**src/design/rcm_pkg.sv**
```systemverilog
package rcm_pkg;

  localparam int ADC_BITS      = 10;
  localparam int MAX_WINDOW    = 4096;
  localparam int CALIB_SAMPLES = 10;

  localparam int SAMPLE_W  = ADC_BITS;
  localparam int SQ_W      = 2 * ADC_BITS;
  localparam int SUM_W     = 32;
  localparam int CNT_W     = $clog2(MAX_WINDOW + 1);
  localparam int CSUM_W    = 14;
  localparam int CCNT_W    = 4;
  localparam int SENS_W    = 8;
  localparam int CFG_IDX_W = 2;
  localparam int CFG_DAT_W = 10;
  localparam int MA_W      = 17;

  localparam int FRAC_BITS = 4;
  localparam int RAD_W     = SUM_W + 2 * FRAC_BITS;
  localparam int ROOT_W    = RAD_W / 2;
  localparam int SREM_W    = ROOT_W + 1;
  localparam int SCNT_W    = $clog2(ROOT_W);

  localparam int SCALE_NUM   = 5000 * 1000;
  localparam int SCALE_NUM_W = $clog2(SCALE_NUM + 1);
  localparam int ADC_MAX     = (1 << ADC_BITS) - 1;
  localparam int SCALE_DEN   = (1 << FRAC_BITS) * ADC_MAX;
  localparam int SCALE_DEN_W = $clog2(SCALE_DEN + 1);

  localparam int DIV_W   = ROOT_W + SCALE_NUM_W;
  localparam int DEN_W   = SCALE_DEN_W + SENS_W;
  localparam int DCNT_W  = $clog2(DIV_W);

  localparam int CURRENT_MAX = 100000;

  localparam int CALIB_SHIFT  = 19;
  localparam int CALIB_RECIP  = ((1 << CALIB_SHIFT) + CALIB_SAMPLES - 1) / CALIB_SAMPLES;
  localparam int CALIB_PROD_W = CSUM_W + CALIB_SHIFT - 3;

  localparam logic [SENS_W-1:0]   SENS_RESET    = 8'd185;
  localparam logic [SAMPLE_W-1:0] NEUTRAL_RESET = 10'd512;

  localparam logic [CFG_IDX_W-1:0] REG_SENS    = 2'd0;
  localparam logic [CFG_IDX_W-1:0] REG_NEUTRAL = 2'd1;

  localparam logic OP_MEASURE = 1'b0;
  localparam logic OP_CALIB   = 1'b1;

  localparam logic KIND_RMS   = 1'b0;
  localparam logic KIND_CALIB = 1'b1;

  typedef struct packed {
    logic                kind;
    logic [SUM_W-1:0]    sum;
    logic [CNT_W-1:0]    count;
    logic                sat;
    logic [SAMPLE_W-1:0] neutral;
    logic [SENS_W-1:0]   sens;
  } job_t;

  typedef enum logic [2:0] {
    B_IDLE,
    B_DIV1,
    B_SQRT,
    B_MUL,
    B_DIV2,
    B_OUT
  } back_state_t;

endpackage

```
**src/design/rcm_front.sv**
```systemverilog
module rcm_front (
  input  logic                           clk,
  input  logic                           rst_n,
  input  logic                           in_push,
  input  logic                           in_opcode,
  input  logic [rcm_pkg::SAMPLE_W-1:0]   in_sample,
  input  logic                           in_window_end,
  input  logic                           cfg_we,
  input  logic [rcm_pkg::CFG_IDX_W-1:0]  cfg_index,
  input  logic [rcm_pkg::CFG_DAT_W-1:0]  cfg_wdata,
  input  logic                           job_full,
  output logic                           job_push,
  output rcm_pkg::job_t                  job
);

  logic [rcm_pkg::SUM_W-1:0]    square_sum_r, square_sum_nxt;
  logic [rcm_pkg::CNT_W-1:0]    sample_count_r, sample_count_nxt;
  logic                         sat_r, sat_nxt;
  logic [rcm_pkg::CSUM_W-1:0]   calib_sum_r, calib_sum_nxt;
  logic [rcm_pkg::CCNT_W-1:0]   calib_count_r, calib_count_nxt;
  logic [rcm_pkg::SAMPLE_W-1:0] neutral_r, neutral_nxt;
  logic [rcm_pkg::SENS_W-1:0]   sens_r, sens_nxt;

  logic                            accept;
  logic [rcm_pkg::SAMPLE_W-1:0]    diff;
  logic [rcm_pkg::SQ_W-1:0]        square;
  logic [rcm_pkg::SUM_W:0]         sum_ext;
  logic [rcm_pkg::SUM_W-1:0]       sum_new;
  logic                            sat_new;
  logic [rcm_pkg::CNT_W-1:0]       count_new;
  logic [rcm_pkg::CSUM_W-1:0]      csum_new;
  logic [rcm_pkg::CCNT_W-1:0]      ccnt_new;
  logic [rcm_pkg::CALIB_PROD_W-1:0] calib_prod;
  logic [rcm_pkg::SAMPLE_W-1:0]    calib_avg;

  assign accept = in_push && !job_full;

  always_comb begin
    diff = (in_sample >= neutral_r) ? in_sample - neutral_r : neutral_r - in_sample;
    square = rcm_pkg::SQ_W'(diff) * rcm_pkg::SQ_W'(diff);
    sum_ext = {1'b0, square_sum_r} + (rcm_pkg::SUM_W + 1)'(square);
    sum_new = sum_ext[rcm_pkg::SUM_W] ? '1 : sum_ext[rcm_pkg::SUM_W-1:0];
    sat_new = sat_r || sum_ext[rcm_pkg::SUM_W];
    count_new = (sample_count_r < rcm_pkg::CNT_W'(rcm_pkg::MAX_WINDOW))
                ? sample_count_r + 1'b1 : sample_count_r;

    csum_new = calib_sum_r + rcm_pkg::CSUM_W'(in_sample);
    ccnt_new = calib_count_r + 1'b1;
    calib_prod = rcm_pkg::CALIB_PROD_W'(csum_new) *
                 rcm_pkg::CALIB_PROD_W'(rcm_pkg::CALIB_RECIP);
    calib_avg = calib_prod[rcm_pkg::CALIB_SHIFT +: rcm_pkg::SAMPLE_W];
  end

  always_comb begin
    square_sum_nxt   = square_sum_r;
    sample_count_nxt = sample_count_r;
    sat_nxt          = sat_r;
    calib_sum_nxt    = calib_sum_r;
    calib_count_nxt  = calib_count_r;
    neutral_nxt      = neutral_r;
    sens_nxt         = sens_r;
    job_push         = 1'b0;
    job              = '0;

    if (cfg_we) begin
      unique case (cfg_index)
        rcm_pkg::REG_SENS:    sens_nxt = cfg_wdata[rcm_pkg::SENS_W-1:0];
        rcm_pkg::REG_NEUTRAL: neutral_nxt = cfg_wdata[rcm_pkg::SAMPLE_W-1:0];
        default: ;
      endcase
    end

    if (accept) begin
      if (in_opcode == rcm_pkg::OP_CALIB) begin
        if (ccnt_new >= rcm_pkg::CCNT_W'(rcm_pkg::CALIB_SAMPLES)) begin
          neutral_nxt     = calib_avg;
          calib_sum_nxt   = '0;
          calib_count_nxt = '0;
          job_push        = 1'b1;
          job.kind        = rcm_pkg::KIND_CALIB;
          job.neutral     = calib_avg;
        end else begin
          calib_sum_nxt   = csum_new;
          calib_count_nxt = ccnt_new;
        end
      end else if (in_window_end) begin
        square_sum_nxt   = '0;
        sample_count_nxt = '0;
        sat_nxt          = 1'b0;
        job_push         = 1'b1;
        job.kind         = rcm_pkg::KIND_RMS;
        job.sum          = sum_new;
        job.count        = count_new;
        job.sat          = sat_new;
        job.neutral      = neutral_r;
        job.sens         = sens_r;
      end else begin
        square_sum_nxt   = sum_new;
        sample_count_nxt = count_new;
        sat_nxt          = sat_new;
      end
    end
  end

  always_ff @(posedge clk) begin
    if (!rst_n) begin
      square_sum_r   <= '0;
      sample_count_r <= '0;
      sat_r          <= 1'b0;
      calib_sum_r    <= '0;
      calib_count_r  <= '0;
      neutral_r      <= rcm_pkg::NEUTRAL_RESET;
      sens_r         <= rcm_pkg::SENS_RESET;
    end else begin
      square_sum_r   <= square_sum_nxt;
      sample_count_r <= sample_count_nxt;
      sat_r          <= sat_nxt;
      calib_sum_r    <= calib_sum_nxt;
      calib_count_r  <= calib_count_nxt;
      neutral_r      <= neutral_nxt;
      sens_r         <= sens_nxt;
    end
  end

endmodule

```
**src/design/rcm_job_fifo.sv**
```systemverilog
module rcm_job_fifo (
  input  logic          clk,
  input  logic          rst_n,
  input  logic          push,
  input  rcm_pkg::job_t din,
  input  logic          pop,
  output rcm_pkg::job_t dout,
  output logic          full,
  output logic          empty
);

  rcm_pkg::job_t mem_r [2];
  logic          wr_ptr_r, wr_ptr_nxt;
  logic          rd_ptr_r, rd_ptr_nxt;
  logic [1:0]    count_r, count_nxt;
  logic          do_push, do_pop;

  assign full    = (count_r == 2'd2);
  assign empty   = (count_r == 2'd0);
  assign dout    = mem_r[rd_ptr_r];
  assign do_push = push && !full;
  assign do_pop  = pop && !empty;

  always_comb begin
    wr_ptr_nxt = do_push ? !wr_ptr_r : wr_ptr_r;
    rd_ptr_nxt = do_pop ? !rd_ptr_r : rd_ptr_r;
    count_nxt  = count_r + 2'(do_push) - 2'(do_pop);
  end

  always_ff @(posedge clk) begin
    if (!rst_n) begin
      wr_ptr_r <= 1'b0;
      rd_ptr_r <= 1'b0;
      count_r  <= '0;
    end else begin
      wr_ptr_r <= wr_ptr_nxt;
      rd_ptr_r <= rd_ptr_nxt;
      count_r  <= count_nxt;
    end
  end

  always_ff @(posedge clk) begin
    if (do_push) begin
      mem_r[wr_ptr_r] <= din;
    end
  end

endmodule

```
**src/design/rcm_div.sv**
```systemverilog
module rcm_div (
  input  logic                        clk,
  input  logic                        rst_n,
  input  logic                        start,
  input  logic [rcm_pkg::DIV_W-1:0]   dividend,
  input  logic [rcm_pkg::DEN_W-1:0]   divisor,
  output logic                        done,
  output logic [rcm_pkg::DIV_W-1:0]   quotient
);

  logic                        run_r, run_nxt;
  logic                        done_r, done_nxt;
  logic [rcm_pkg::DCNT_W-1:0]  cnt_r, cnt_nxt;
  logic [rcm_pkg::DIV_W-1:0]   q_r, q_nxt;
  logic [rcm_pkg::DEN_W-1:0]   rem_r, rem_nxt;
  logic [rcm_pkg::DEN_W-1:0]   den_r, den_nxt;
  logic [rcm_pkg::DEN_W:0]     trial;
  logic [rcm_pkg::DEN_W:0]     diff;
  logic                        ge;

  assign done     = done_r;
  assign quotient = q_r;

  always_comb begin
    trial    = {rem_r, q_r[rcm_pkg::DIV_W-1]};
    ge       = trial >= {1'b0, den_r};
    diff     = trial - {1'b0, den_r};
    run_nxt  = run_r;
    done_nxt = 1'b0;
    cnt_nxt  = cnt_r;
    q_nxt    = q_r;
    rem_nxt  = rem_r;
    den_nxt  = den_r;
    if (start) begin
      run_nxt = 1'b1;
      cnt_nxt = '0;
      q_nxt   = dividend;
      rem_nxt = '0;
      den_nxt = divisor;
    end else if (run_r) begin
      q_nxt   = {q_r[rcm_pkg::DIV_W-2:0], ge};
      rem_nxt = ge ? diff[rcm_pkg::DEN_W-1:0] : trial[rcm_pkg::DEN_W-1:0];
      if (cnt_r == rcm_pkg::DCNT_W'(rcm_pkg::DIV_W - 1)) begin
        run_nxt  = 1'b0;
        done_nxt = 1'b1;
      end else begin
        cnt_nxt = cnt_r + 1'b1;
      end
    end
  end

  always_ff @(posedge clk) begin
    if (!rst_n) begin
      run_r  <= 1'b0;
      done_r <= 1'b0;
      cnt_r  <= '0;
    end else begin
      run_r  <= run_nxt;
      done_r <= done_nxt;
      cnt_r  <= cnt_nxt;
    end
  end

  always_ff @(posedge clk) begin
    q_r   <= q_nxt;
    rem_r <= rem_nxt;
    den_r <= den_nxt;
  end

endmodule

```
**src/design/rcm_back.sv**
```systemverilog
module rcm_back (
  input  logic                          clk,
  input  logic                          rst_n,
  input  logic                          job_empty,
  input  rcm_pkg::job_t                 job_head,
  output logic                          job_pop,
  input  logic                          out_pop,
  output logic                          out_empty,
  output logic                          out_kind,
  output logic [rcm_pkg::MA_W-1:0]      out_current_ma,
  output logic [rcm_pkg::SAMPLE_W-1:0]  out_neutral_code,
  output logic [rcm_pkg::CNT_W-1:0]     out_window_samples,
  output logic                          out_overflow
);

  rcm_pkg::back_state_t state_r, state_nxt;

  rcm_pkg::job_t                job_r;
  logic [rcm_pkg::RAD_W-1:0]    rad_r;
  logic [rcm_pkg::ROOT_W-1:0]   root_r;
  logic [rcm_pkg::SREM_W-1:0]   srem_r;
  logic [rcm_pkg::SCNT_W-1:0]   scnt_r;
  logic [rcm_pkg::MA_W-1:0]     ma_r;

  logic                         out_valid_r;
  logic                         out_kind_r;
  logic [rcm_pkg::MA_W-1:0]     out_ma_r;
  logic [rcm_pkg::SAMPLE_W-1:0] out_neut_r;
  logic [rcm_pkg::CNT_W-1:0]    out_cnt_r;
  logic                         out_ovf_r;

  logic                         div_start;
  logic [rcm_pkg::DIV_W-1:0]    div_dividend;
  logic [rcm_pkg::DEN_W-1:0]    div_divisor;
  logic                         div_done;
  logic [rcm_pkg::DIV_W-1:0]    div_q;

  logic                         out_free;
  logic                         out_load;
  logic                         sqrt_last;
  logic [rcm_pkg::CNT_W-1:0]    cnt_eff;
  logic [rcm_pkg::SENS_W-1:0]   sens_eff;
  logic [rcm_pkg::SREM_W+1:0]   s_trem;
  logic [rcm_pkg::SREM_W+1:0]   s_trial;
  logic                         s_ge;
  logic [rcm_pkg::MA_W-1:0]     ma_clamped;

  rcm_div u_div (
    .clk      (clk),
    .rst_n    (rst_n),
    .start    (div_start),
    .dividend (div_dividend),
    .divisor  (div_divisor),
    .done     (div_done),
    .quotient (div_q)
  );

  assign out_free  = !out_valid_r || out_pop;
  assign sqrt_last = (scnt_r == rcm_pkg::SCNT_W'(rcm_pkg::ROOT_W - 1));

  always_comb begin
    cnt_eff  = (job_head.count == '0) ? rcm_pkg::CNT_W'(1) : job_head.count;
    sens_eff = (job_r.sens == '0) ? rcm_pkg::SENS_W'(1) : job_r.sens;
    s_trem   = {srem_r, rad_r[rcm_pkg::RAD_W-1 -: 2]};
    s_trial  = {1'b0, root_r, 2'b01};
    s_ge     = s_trem >= s_trial;
    ma_clamped = (div_q > rcm_pkg::DIV_W'(rcm_pkg::CURRENT_MAX))
                 ? rcm_pkg::MA_W'(rcm_pkg::CURRENT_MAX) : div_q[rcm_pkg::MA_W-1:0];
  end

  always_comb begin
    state_nxt = state_r;
    unique case (state_r)
      rcm_pkg::B_IDLE: begin
        if (!job_empty) begin
          state_nxt = (job_head.kind == rcm_pkg::KIND_CALIB) ? rcm_pkg::B_OUT
                                                              : rcm_pkg::B_DIV1;
        end
      end
      rcm_pkg::B_DIV1: begin
        if (div_done) begin
          state_nxt = rcm_pkg::B_SQRT;
        end
      end
      rcm_pkg::B_SQRT: begin
        if (sqrt_last) begin
          state_nxt = rcm_pkg::B_MUL;
        end
      end
      rcm_pkg::B_MUL: state_nxt = rcm_pkg::B_DIV2;
      rcm_pkg::B_DIV2: begin
        if (div_done) begin
          state_nxt = rcm_pkg::B_OUT;
        end
      end
      rcm_pkg::B_OUT: begin
        if (out_free) begin
          state_nxt = rcm_pkg::B_IDLE;
        end
      end
      default: state_nxt = rcm_pkg::B_IDLE;
    endcase
  end

  always_comb begin
    job_pop      = 1'b0;
    div_start    = 1'b0;
    out_load     = 1'b0;
    div_dividend = rcm_pkg::DIV_W'(root_r) * rcm_pkg::DIV_W'(rcm_pkg::SCALE_NUM);
    div_divisor  = rcm_pkg::DEN_W'(rcm_pkg::SCALE_DEN) * rcm_pkg::DEN_W'(sens_eff);
    unique case (state_r)
      rcm_pkg::B_IDLE: begin
        job_pop      = !job_empty;
        div_start    = !job_empty && (job_head.kind == rcm_pkg::KIND_RMS);
        div_dividend = rcm_pkg::DIV_W'(job_head.sum);
        div_divisor  = rcm_pkg::DEN_W'(cnt_eff);
      end
      rcm_pkg::B_MUL:  div_start = 1'b1;
      rcm_pkg::B_OUT:  out_load = out_free;
      rcm_pkg::B_DIV1, rcm_pkg::B_SQRT, rcm_pkg::B_DIV2: ;
      default: ;
    endcase
  end

  always_ff @(posedge clk) begin
    if (!rst_n) begin
      state_r     <= rcm_pkg::B_IDLE;
      out_valid_r <= 1'b0;
    end else begin
      state_r <= state_nxt;
      if (out_load) begin
        out_valid_r <= 1'b1;
      end else if (out_pop) begin
        out_valid_r <= 1'b0;
      end
    end
  end

  always_ff @(posedge clk) begin
    if (job_pop) begin
      job_r <= job_head;
      ma_r  <= '0;
    end
    if (state_r == rcm_pkg::B_DIV1 && div_done) begin
      rad_r  <= {div_q[rcm_pkg::SUM_W-1:0], (2 * rcm_pkg::FRAC_BITS)'(0)};
      root_r <= '0;
      srem_r <= '0;
      scnt_r <= '0;
    end
    if (state_r == rcm_pkg::B_SQRT) begin
      rad_r  <= {rad_r[rcm_pkg::RAD_W-3:0], 2'b00};
      root_r <= {root_r[rcm_pkg::ROOT_W-2:0], s_ge};
      srem_r <= s_ge ? rcm_pkg::SREM_W'(s_trem - s_trial) : s_trem[rcm_pkg::SREM_W-1:0];
      scnt_r <= scnt_r + 1'b1;
    end
    if (state_r == rcm_pkg::B_DIV2 && div_done) begin
      ma_r <= ma_clamped;
    end
    if (out_load) begin
      out_kind_r <= job_r.kind;
      out_ma_r   <= ma_r;
      out_neut_r <= job_r.neutral;
      out_cnt_r  <= job_r.count;
      out_ovf_r  <= job_r.sat;
    end
  end

  assign out_empty          = !out_valid_r;
  assign out_kind           = out_kind_r;
  assign out_current_ma     = out_ma_r;
  assign out_neutral_code   = out_neut_r;
  assign out_window_samples = out_cnt_r;
  assign out_overflow       = out_ovf_r;

endmodule

```
**src/design/rms_current_meter_top.sv**
```systemverilog
// channel  direction  handshake            payload
// in       input      in_push / in_full    in_opcode, in_sample, in_window_end
// out      output     out_pop / out_empty  out_kind, out_current_ma, out_neutral_code,
//                                          out_window_samples, out_overflow
// cfg      input      cfg_valid / cfg_ready cfg_index, cfg_wdata
//
// the front takes one sample per cycle while in_full is low; each sample's square and
// add finish in that cycle; rms results reach the out ports through the mean divider,
// 20 square root steps, a multiply and a second divide; calibration results skip these
// a two-entry queue holds window and calibration jobs; in_full rises only when it is full
// synchronous active-low reset: sums and counts clear, sensitivity 185, neutral 512
// cfg_ready is always high
module rms_current_meter_top (
  input  logic                           clk,
  input  logic                           rst_n,
  input  logic                           in_push,
  output logic                           in_full,
  input  logic                           in_opcode,
  input  logic [rcm_pkg::SAMPLE_W-1:0]   in_sample,
  input  logic                           in_window_end,
  output logic                           out_empty,
  input  logic                           out_pop,
  output logic                           out_kind,
  output logic [rcm_pkg::MA_W-1:0]       out_current_ma,
  output logic [rcm_pkg::SAMPLE_W-1:0]   out_neutral_code,
  output logic [rcm_pkg::CNT_W-1:0]      out_window_samples,
  output logic                           out_overflow,
  input  logic                           cfg_valid,
  output logic                           cfg_ready,
  input  logic [rcm_pkg::CFG_IDX_W-1:0]  cfg_index,
  input  logic [rcm_pkg::CFG_DAT_W-1:0]  cfg_wdata
);

  rcm_pkg::job_t job_in;
  rcm_pkg::job_t job_head;
  logic          job_push;
  logic          job_pop;
  logic          job_full;
  logic          job_empty;

  assign cfg_ready = 1'b1;
  assign in_full   = job_full;

  rcm_front u_front (
    .clk           (clk),
    .rst_n         (rst_n),
    .in_push       (in_push),
    .in_opcode     (in_opcode),
    .in_sample     (in_sample),
    .in_window_end (in_window_end),
    .cfg_we        (cfg_valid && cfg_ready),
    .cfg_index     (cfg_index),
    .cfg_wdata     (cfg_wdata),
    .job_full      (job_full),
    .job_push      (job_push),
    .job           (job_in)
  );

  rcm_job_fifo u_fifo (
    .clk   (clk),
    .rst_n (rst_n),
    .push  (job_push),
    .din   (job_in),
    .pop   (job_pop),
    .dout  (job_head),
    .full  (job_full),
    .empty (job_empty)
  );

  rcm_back u_back (
    .clk                (clk),
    .rst_n              (rst_n),
    .job_empty          (job_empty),
    .job_head           (job_head),
    .job_pop            (job_pop),
    .out_pop            (out_pop),
    .out_empty          (out_empty),
    .out_kind           (out_kind),
    .out_current_ma     (out_current_ma),
    .out_neutral_code   (out_neutral_code),
    .out_window_samples (out_window_samples),
    .out_overflow       (out_overflow)
  );

endmodule

```
**config.mk**
```make
export PLATFORM = sky130hd
export DESIGN_NAME = rms_current_meter_top
export DESIGN_NICKNAME = d
export VERILOG_FILES = /design/src/design/rcm_pkg.sv /design/src/design/rcm_front.sv /design/src/design/rcm_job_fifo.sv /design/src/design/rcm_div.sv /design/src/design/rcm_back.sv /design/src/design/rms_current_meter_top.sv
export SDC_FILE = /design/constraint.sdc
export NUM_CORES = 2
export LEC_CHECK = 0
export ABC_CLOCK_PERIOD_IN_PS = 14600
export BUFFER_PORTS_ARGS = -buffer_cell sky130_fd_sc_hd__buf_2
export CAP_MARGIN = 0
export CORE_MARGIN = 2
export CORE_UTILIZATION = 58
export DETAILED_ROUTE_END_ITERATION = 16
export MAX_ROUTING_LAYER = met4
export PLACE_DENSITY = 0.84
export SLEW_MARGIN = 20
export SYNTH_ARGS = -nofsm -noshare
export SYNTH_HDL_FRONTEND = slang
export SYNTH_SLANG_ARGS = --single-unit
```
**constraint.sdc**
```tcl
create_clock -name clk -period 14.6 [get_ports clk]
set_input_delay 1.46 -clock clk [delete_from_list [all_inputs] [get_ports clk]]
set_output_delay 1.46 -clock clk [all_outputs]
set_load 0.05 [all_outputs]
```
After elaboration in Yosys (flattened, before gate mapping)
Memories as Yosys holds them, arrays and structs flattened. A register that Yosys moved wholly into a read port is not among the register bits. Index checks and enable logic that the tools add are counted.

Bits of input ports: 29. Register bits: 355. Word-level logic and storage cells: 173. Output and inout bits: 45. Memories: 1. RAM bits: 130.

Memories: u_fifo.mem_r (words 2, bits a word 65, read ports 1, clocked after memory_dff 1, wr ports 1, line rcm_job_fifo.sv:12) `rcm_pkg::job_t mem_r [2];`.

Reductions and logical operators: 30. Multiplexer cells: 63. $add $sub $neg: 12. Equal/unequal tests: 14. Order comparisons: 6. Bitwise operators: 6. $mul: 4.

Operators with widths (count): $mux W43 (3); $mux W10 (8); $mux W40 (2); $mux W65 (1); $mux W32 (2); $mux W64 (1); $mux W21 (3); $mux W13 (4); $mux W17 (3); $ge A23 B22 Y1 (2); $mux W46 (1); $gt A43 B17 Y1 const B (1); $mux W20 (2); $mul A20 B17 Y37 const B (1); $add A32 B20 Y33 (1); $mul A14 B16 Y29 const B (1); $mux W22 (1); $sub A22 B22 Y22 (1); $sub A21 B21 Y21 (1); $mul A10 B10 Y20 (1); $sub A10 B10 Y10 (2); $mul A10 B8 Y18 const A (1); $mux W1 (18); $mux W3 (6); 38 further kinds (68).

Longest topological paths before layout
Word-level depth: 8. Depth in mapped cells: 36. Gate-level depth less buffers: 33.

Hierarchy
Synthesis repeated with hierarchy kept, for this count alone.

Cell total of the unflattened synthesis: 3812. Area, all modules: 38755.9 µm².

By module, submodules not included: rcm_back (area an instance 16186.8 µm², cells an instance 1649, sequential area each 5185.0 µm², instances 1); rcm_front (area an instance 12338.1 µm², cells an instance 1485, sequential area each 1641.6 µm², instances 1); rcm_job_fifo (area an instance 5129.9 µm², cells an instance 229, sequential area each 4003.8 µm², instances 1); rcm_div (area an instance 5089.9 µm², cells an instance 447, sequential area each 2552.4 µm², instances 1); rms_current_meter_top (area an instance 11.3 µm², cells an instance 2, sequential area each 0.0 µm², instances 1).

Worst setup path after synthesis
Ideal clock, no wire load.

Path kind: input-to-reg. Start: in in_sample[0] (netlist name). End: mem u_fifo.mem_r[0][61] (netlist name), data pin. Arrival time: 8.923 ns. Slack: 5.408 ns. Library setup time: 0.269 ns. Cell stages on the path: 34. Required time: 14.331 ns. Buffers on the path: 3. Cells stage by stage: inv_1 > ha_1 > inv_1 > fa_1 > a211oi_2 > o21ai_1 > nand4_1 > and3_1 > buf_2 > mux2_4 > o21ai_1 > mux2i_2 > nand2_2 > nor2_1 > fa_1 > fa_1 > inv_1 > fa_1 > inv_1 > fa_1 > inv_1 > fa_1 > inv_1 > ha_1 > o21a_1 > o21a_1 > o21a_1 > a21oi_1 > nor2_1 > o32ai_4 > or3_1 > buf_2 > buf_4 > a31oi_1.

RTL lines: from (decl) (line rms_current_meter_top.sv:19) `input logic [rcm_pkg::SAMPLE_W-1:0] in_sample,`; to (decl) (line rcm_job_fifo.sv:12).

Worst setup path after layout
Start: in in_sample[0] (netlist name). End: reg u_front.square_sum_r[23] (netlist name).

Cells in the longest elaborated chain, start to end: 6. Elaborated cells between the ends (all ways): 8. Classes of those cells: add/sub: 3; mul: 1; order compare: 1; mux: 3.

RTL lines: $sub A10 B10 Y10 / $ge A10 B10 Y1 (equally long branches) (line rcm_front.sv:39) `diff = (in_sample >= neutral_r) ? in_sample - neutral_r : neutral_r - in_sample;`; $mux W10 (*) (line rcm_front.sv:39); $mul A10 B10 Y20 (*) (line rcm_front.sv:40) `square = rcm_pkg::SQ_W'(diff) * rcm_pkg::SQ_W'(diff);`; $add A32 B20 Y33 (*) (line rcm_front.sv:41) `sum_ext = {1'b0, square_sum_r} + (rcm_pkg::SUM_W + 1)'(square);`; $mux W32 (*) (line rcm_front.sv:42) `sum_new = sum_ext[rcm_pkg::SUM_W] ? '1 : sum_ext[rcm_pkg::SUM_W-1:0];`; $mux W32 (*) (line rcm_front.sv:86) `end else if (in_window_end) begin`; to (signal assigned) (line rcm_front.sv:115) `square_sum_r <= square_sum_nxt;`; to (decl) (line rcm_front.sv:16) `logic [rcm_pkg::SUM_W-1:0] square_sum_r, square_sum_nxt;`.

Every way passes the cells marked *; elsewhere a longest branch is shown, timed or not. A chain may end at the register's enable or synchronous reset.

==> metrics.txt <==
top post-synthesis cells by area edfxtp_1, ha_1, fa_1, dfxtp_1, inv_1; commonest non-fill, non-tap cell in the layout inv_1; GPL Wtd Cong 0.9392; Hold Startpoint u_back.job_r[8]$_DFFE_PP_; CP max-delay cell or3_1; Yosys cell types roughly 100; unrepaired setup endpoints after global routing false; vias 26,680; nature of the critical path endpoint register; CP startpoint kind input pin; WHS Endpoint u_back.out_neutral_code[0]$_DFFE_PP_; Core Rows 93; Yosys top cell area share 0.2916; clock slew at reported path FFs roughly 0.060 ns; FF-to-FF path depth 31; Core Box Area approximately 0.064 mm²; IO buf count ~70; register area share after synthesis 0.3560; drt first pass iters 5; final setup vio count 0; Via density 5.762; Num CTS Buffers between 50 and 60; max-slew violations 0; crit path time final ~9.7 ns; Synth warnings 0; H-tree depth 2; number of flops mapped to enable cells by yosys roughly 370; post-CTS setup buffer count 0; multi-input logic area around 0.022 mm²; clk root buf clkbuf_16; Initial Util 0.5853; Layout area overhead 7.731%; vias in the first global route roughly 27,000; routed wire length about 83,000 µm; CTS tree yes; Post-Syn Area per Cell 10.17 µm²; detailed placement HPWL around 63,000 µm; gr ovfl total 0; commonest non-fill, non-tap cells in the layout inv_1, ha_1, edfxtp_1; cts hold-fix bufs 0; Worst-Margin Slew ~1.0 ns; maximum fanout along the worst path 16; prevailing post-synth register cell edfxtp_1; post-synth top area cell edfxtp_1; Crit path arrival time 10.18 ns; Post-CTS Resized 0; Top Ports 74; Hold Fails Final Rpt 0; largest net degree at the start of global routing approximately 80; Die ar. ~0.067 mm²; initial antenna violation count 1; Final Net Count 4,459; R2R Setup Slk about 5.4 ns; Crit Path Class input pin to register; Clock Sinks ~490; Syn Nets ~4,400; Fin Setup TNS 0 ns; FF+latch count, synth 486; die width between 200 and 300 µm; ANT cells 0; DR WL/cell 17.88 µm; reg2reg end u_front.square_sum_r[23]$_SDFFE_PN0P_; share of flip-flops with an asynchronous set or reset 0; hold path cells 0; clk_lat worst skew a little over 0.6 ns; outcome finished clean; Post-Syn Area between 0.03 and 0.04 mm²; final antenna-violating net count 0; storage element area 0.01339 mm²; max cap viols 0; first-pass GRT wire length about 140,000 µm; Clock Tree Buf Depth 3; share of layout cells above drive strength 1 0.07364; Die H around 260 µm; slew margin rel. 0.3149; Filler Cells Inserted 4,966; Total GRT Usage 0.2587; launch point of the worst reg-to-reg path u_front.neutral_r[0]$_SDFF_PN0_; initial DRC count 2,171; maximum single-stage delay on the critical path slightly below 0.6 ns; post-synthesis cell count between 3,000 and 4,000; Tcrit/Tclk final 0.6628; Worst Hold Class register to register; DRC Markers 0; final worst clock skew about 0.015 ns; Achievable Freq between 100 and 150 MHz; Data required, critical path 15.10 ns
==> how the worst max path moves through the flow <==
stage | startpoint | endpoint | slack [ns] | depth (start not counted)
floorplan | in_sample[0] | u_fifo.mem_r[0][61]$_DFFE_PP_ | 5.41 | 34
global placement | in_sample[0] | u_front.square_sum_r[23]$_SDFFE_PN0P_ | 4.54 | 33
detailed placement | in_sample[0] | u_front.square_sum_r[23]$_SDFFE_PN0P_ | 4.39 | 33
CTS | in_sample[0] | u_front.square_sum_r[23]$_SDFFE_PN0P_ | 5.01 | 33
global route | in_sample[0] | u_front.square_sum_r[22]$_SDFFE_PN0P_ | 4.40 | 33
finish | in_sample[0] | u_front.square_sum_r[23]$_SDFFE_PN0P_ | 4.92 | 33
==> worst max-delay path: cells and delay by family <==
family                   cells  cell delay (ns)
multiplexers                 2             0.86
AND/OR/NAND/NOR              6             1.56
adder cells (fa/ha/maj)      8             3.53
buffers and inverters        7             0.46
AO/OA/AOI/OAI               10             2.29
==> metrics by stage <==
step                        util  hold slack [ns]  instance area (µm²)  worst slack [ns]  cells
after floorplan                -           0.4003                37590             5.408   3697
after global placement    0.6038           0.4012                38780             4.538   4533
after detailed placement  0.6038           0.4045                38780             4.386   4533
after CTS                 0.6305           0.4187                40500             5.006   4630
after global routing      0.6305           0.4189                40500             4.398   4630
final                     0.6305           0.4172                40500             4.924   4630
==> cell usage after synthesis, drive strengths merged (16+ instances only) <==
library cell	n
mux2i	84
inv	572
nor3	40
nor2	281
buf	21
fa	245
or3	19
clkbuf	91
xnor2	87
and3	26
xor2	63
o21ai	163
or2	18
and2	36
a211oi	25
o31ai	16
o21a	32
dfxtp	121
a21oi	195
nand4	27
a31oi	30
nand2	267
nand3	65
ha	453
a21o	60
nand2b	29
edfxtp	365
mux2	32
nor2b	39
==> routing by layer <==
| layer | part of all wire | vias to the layer above | global-route usage |
|---|---|---|---|
| li1 | - | 12710 | - |
| met1 | 0.44 | 12980 | 0.3444 |
| met2 | 0.48 | 848 | 0.4236 |
| met3 | 0.061 | 138 | 0.03149 |
| met4 | 0.023 | 0 | 0.06455 |
| met5 | 0 | - | - |
==> state kept, by name, indices dropped and copies added, names as in the netlist, 10 cells and up, named ones only <==
name and cells:
u_fifo.mem_r 130, u_back.u_div.quotient 43, u_back.job_r 33, u_back.rad_r 32, u_front.square_sum_r 32, u_back.u_div.den_r 22
u_back.u_div.rem_r 22, u_back.srem_r 21, u_back.root_r 20, u_back.ma_r 17, u_back.out_current_ma 17, u_front.calib_sum_r 14
u_back.out_window_samples 13, u_front.sample_count_r 13, u_back.out_neutral_code 10, u_front.neutral_r 10
==> area by class of cell <==
cell class | instances | area share
multi-input cells | 2526 | 0.5347
flip-flops and latches | 486 | 0.3305
inverters | 573 | 0.05311
clock buffers | 63 | 0.03392
well taps | 855 | 0.02641
repair buffers | 93 | 0.01279
clock inverters | 34 | 0.008527
==> logic make-up after synthesis <==
group,share of synthesized area
adder cells (fa/ha/maj),0.2812
other,0.00009975
XOR/XNOR,0.03535
AO/OA/AOI/OAI,0.1101
flip-flops,0.3560
buffers and inverters,0.06933
multiplexers,0.03215
AND/OR/NAND/NOR,0.1157
Power is left out: the tool's default activity adds up to more than one toggle a clock period on the data nets, which glitch-free logic cannot reach.
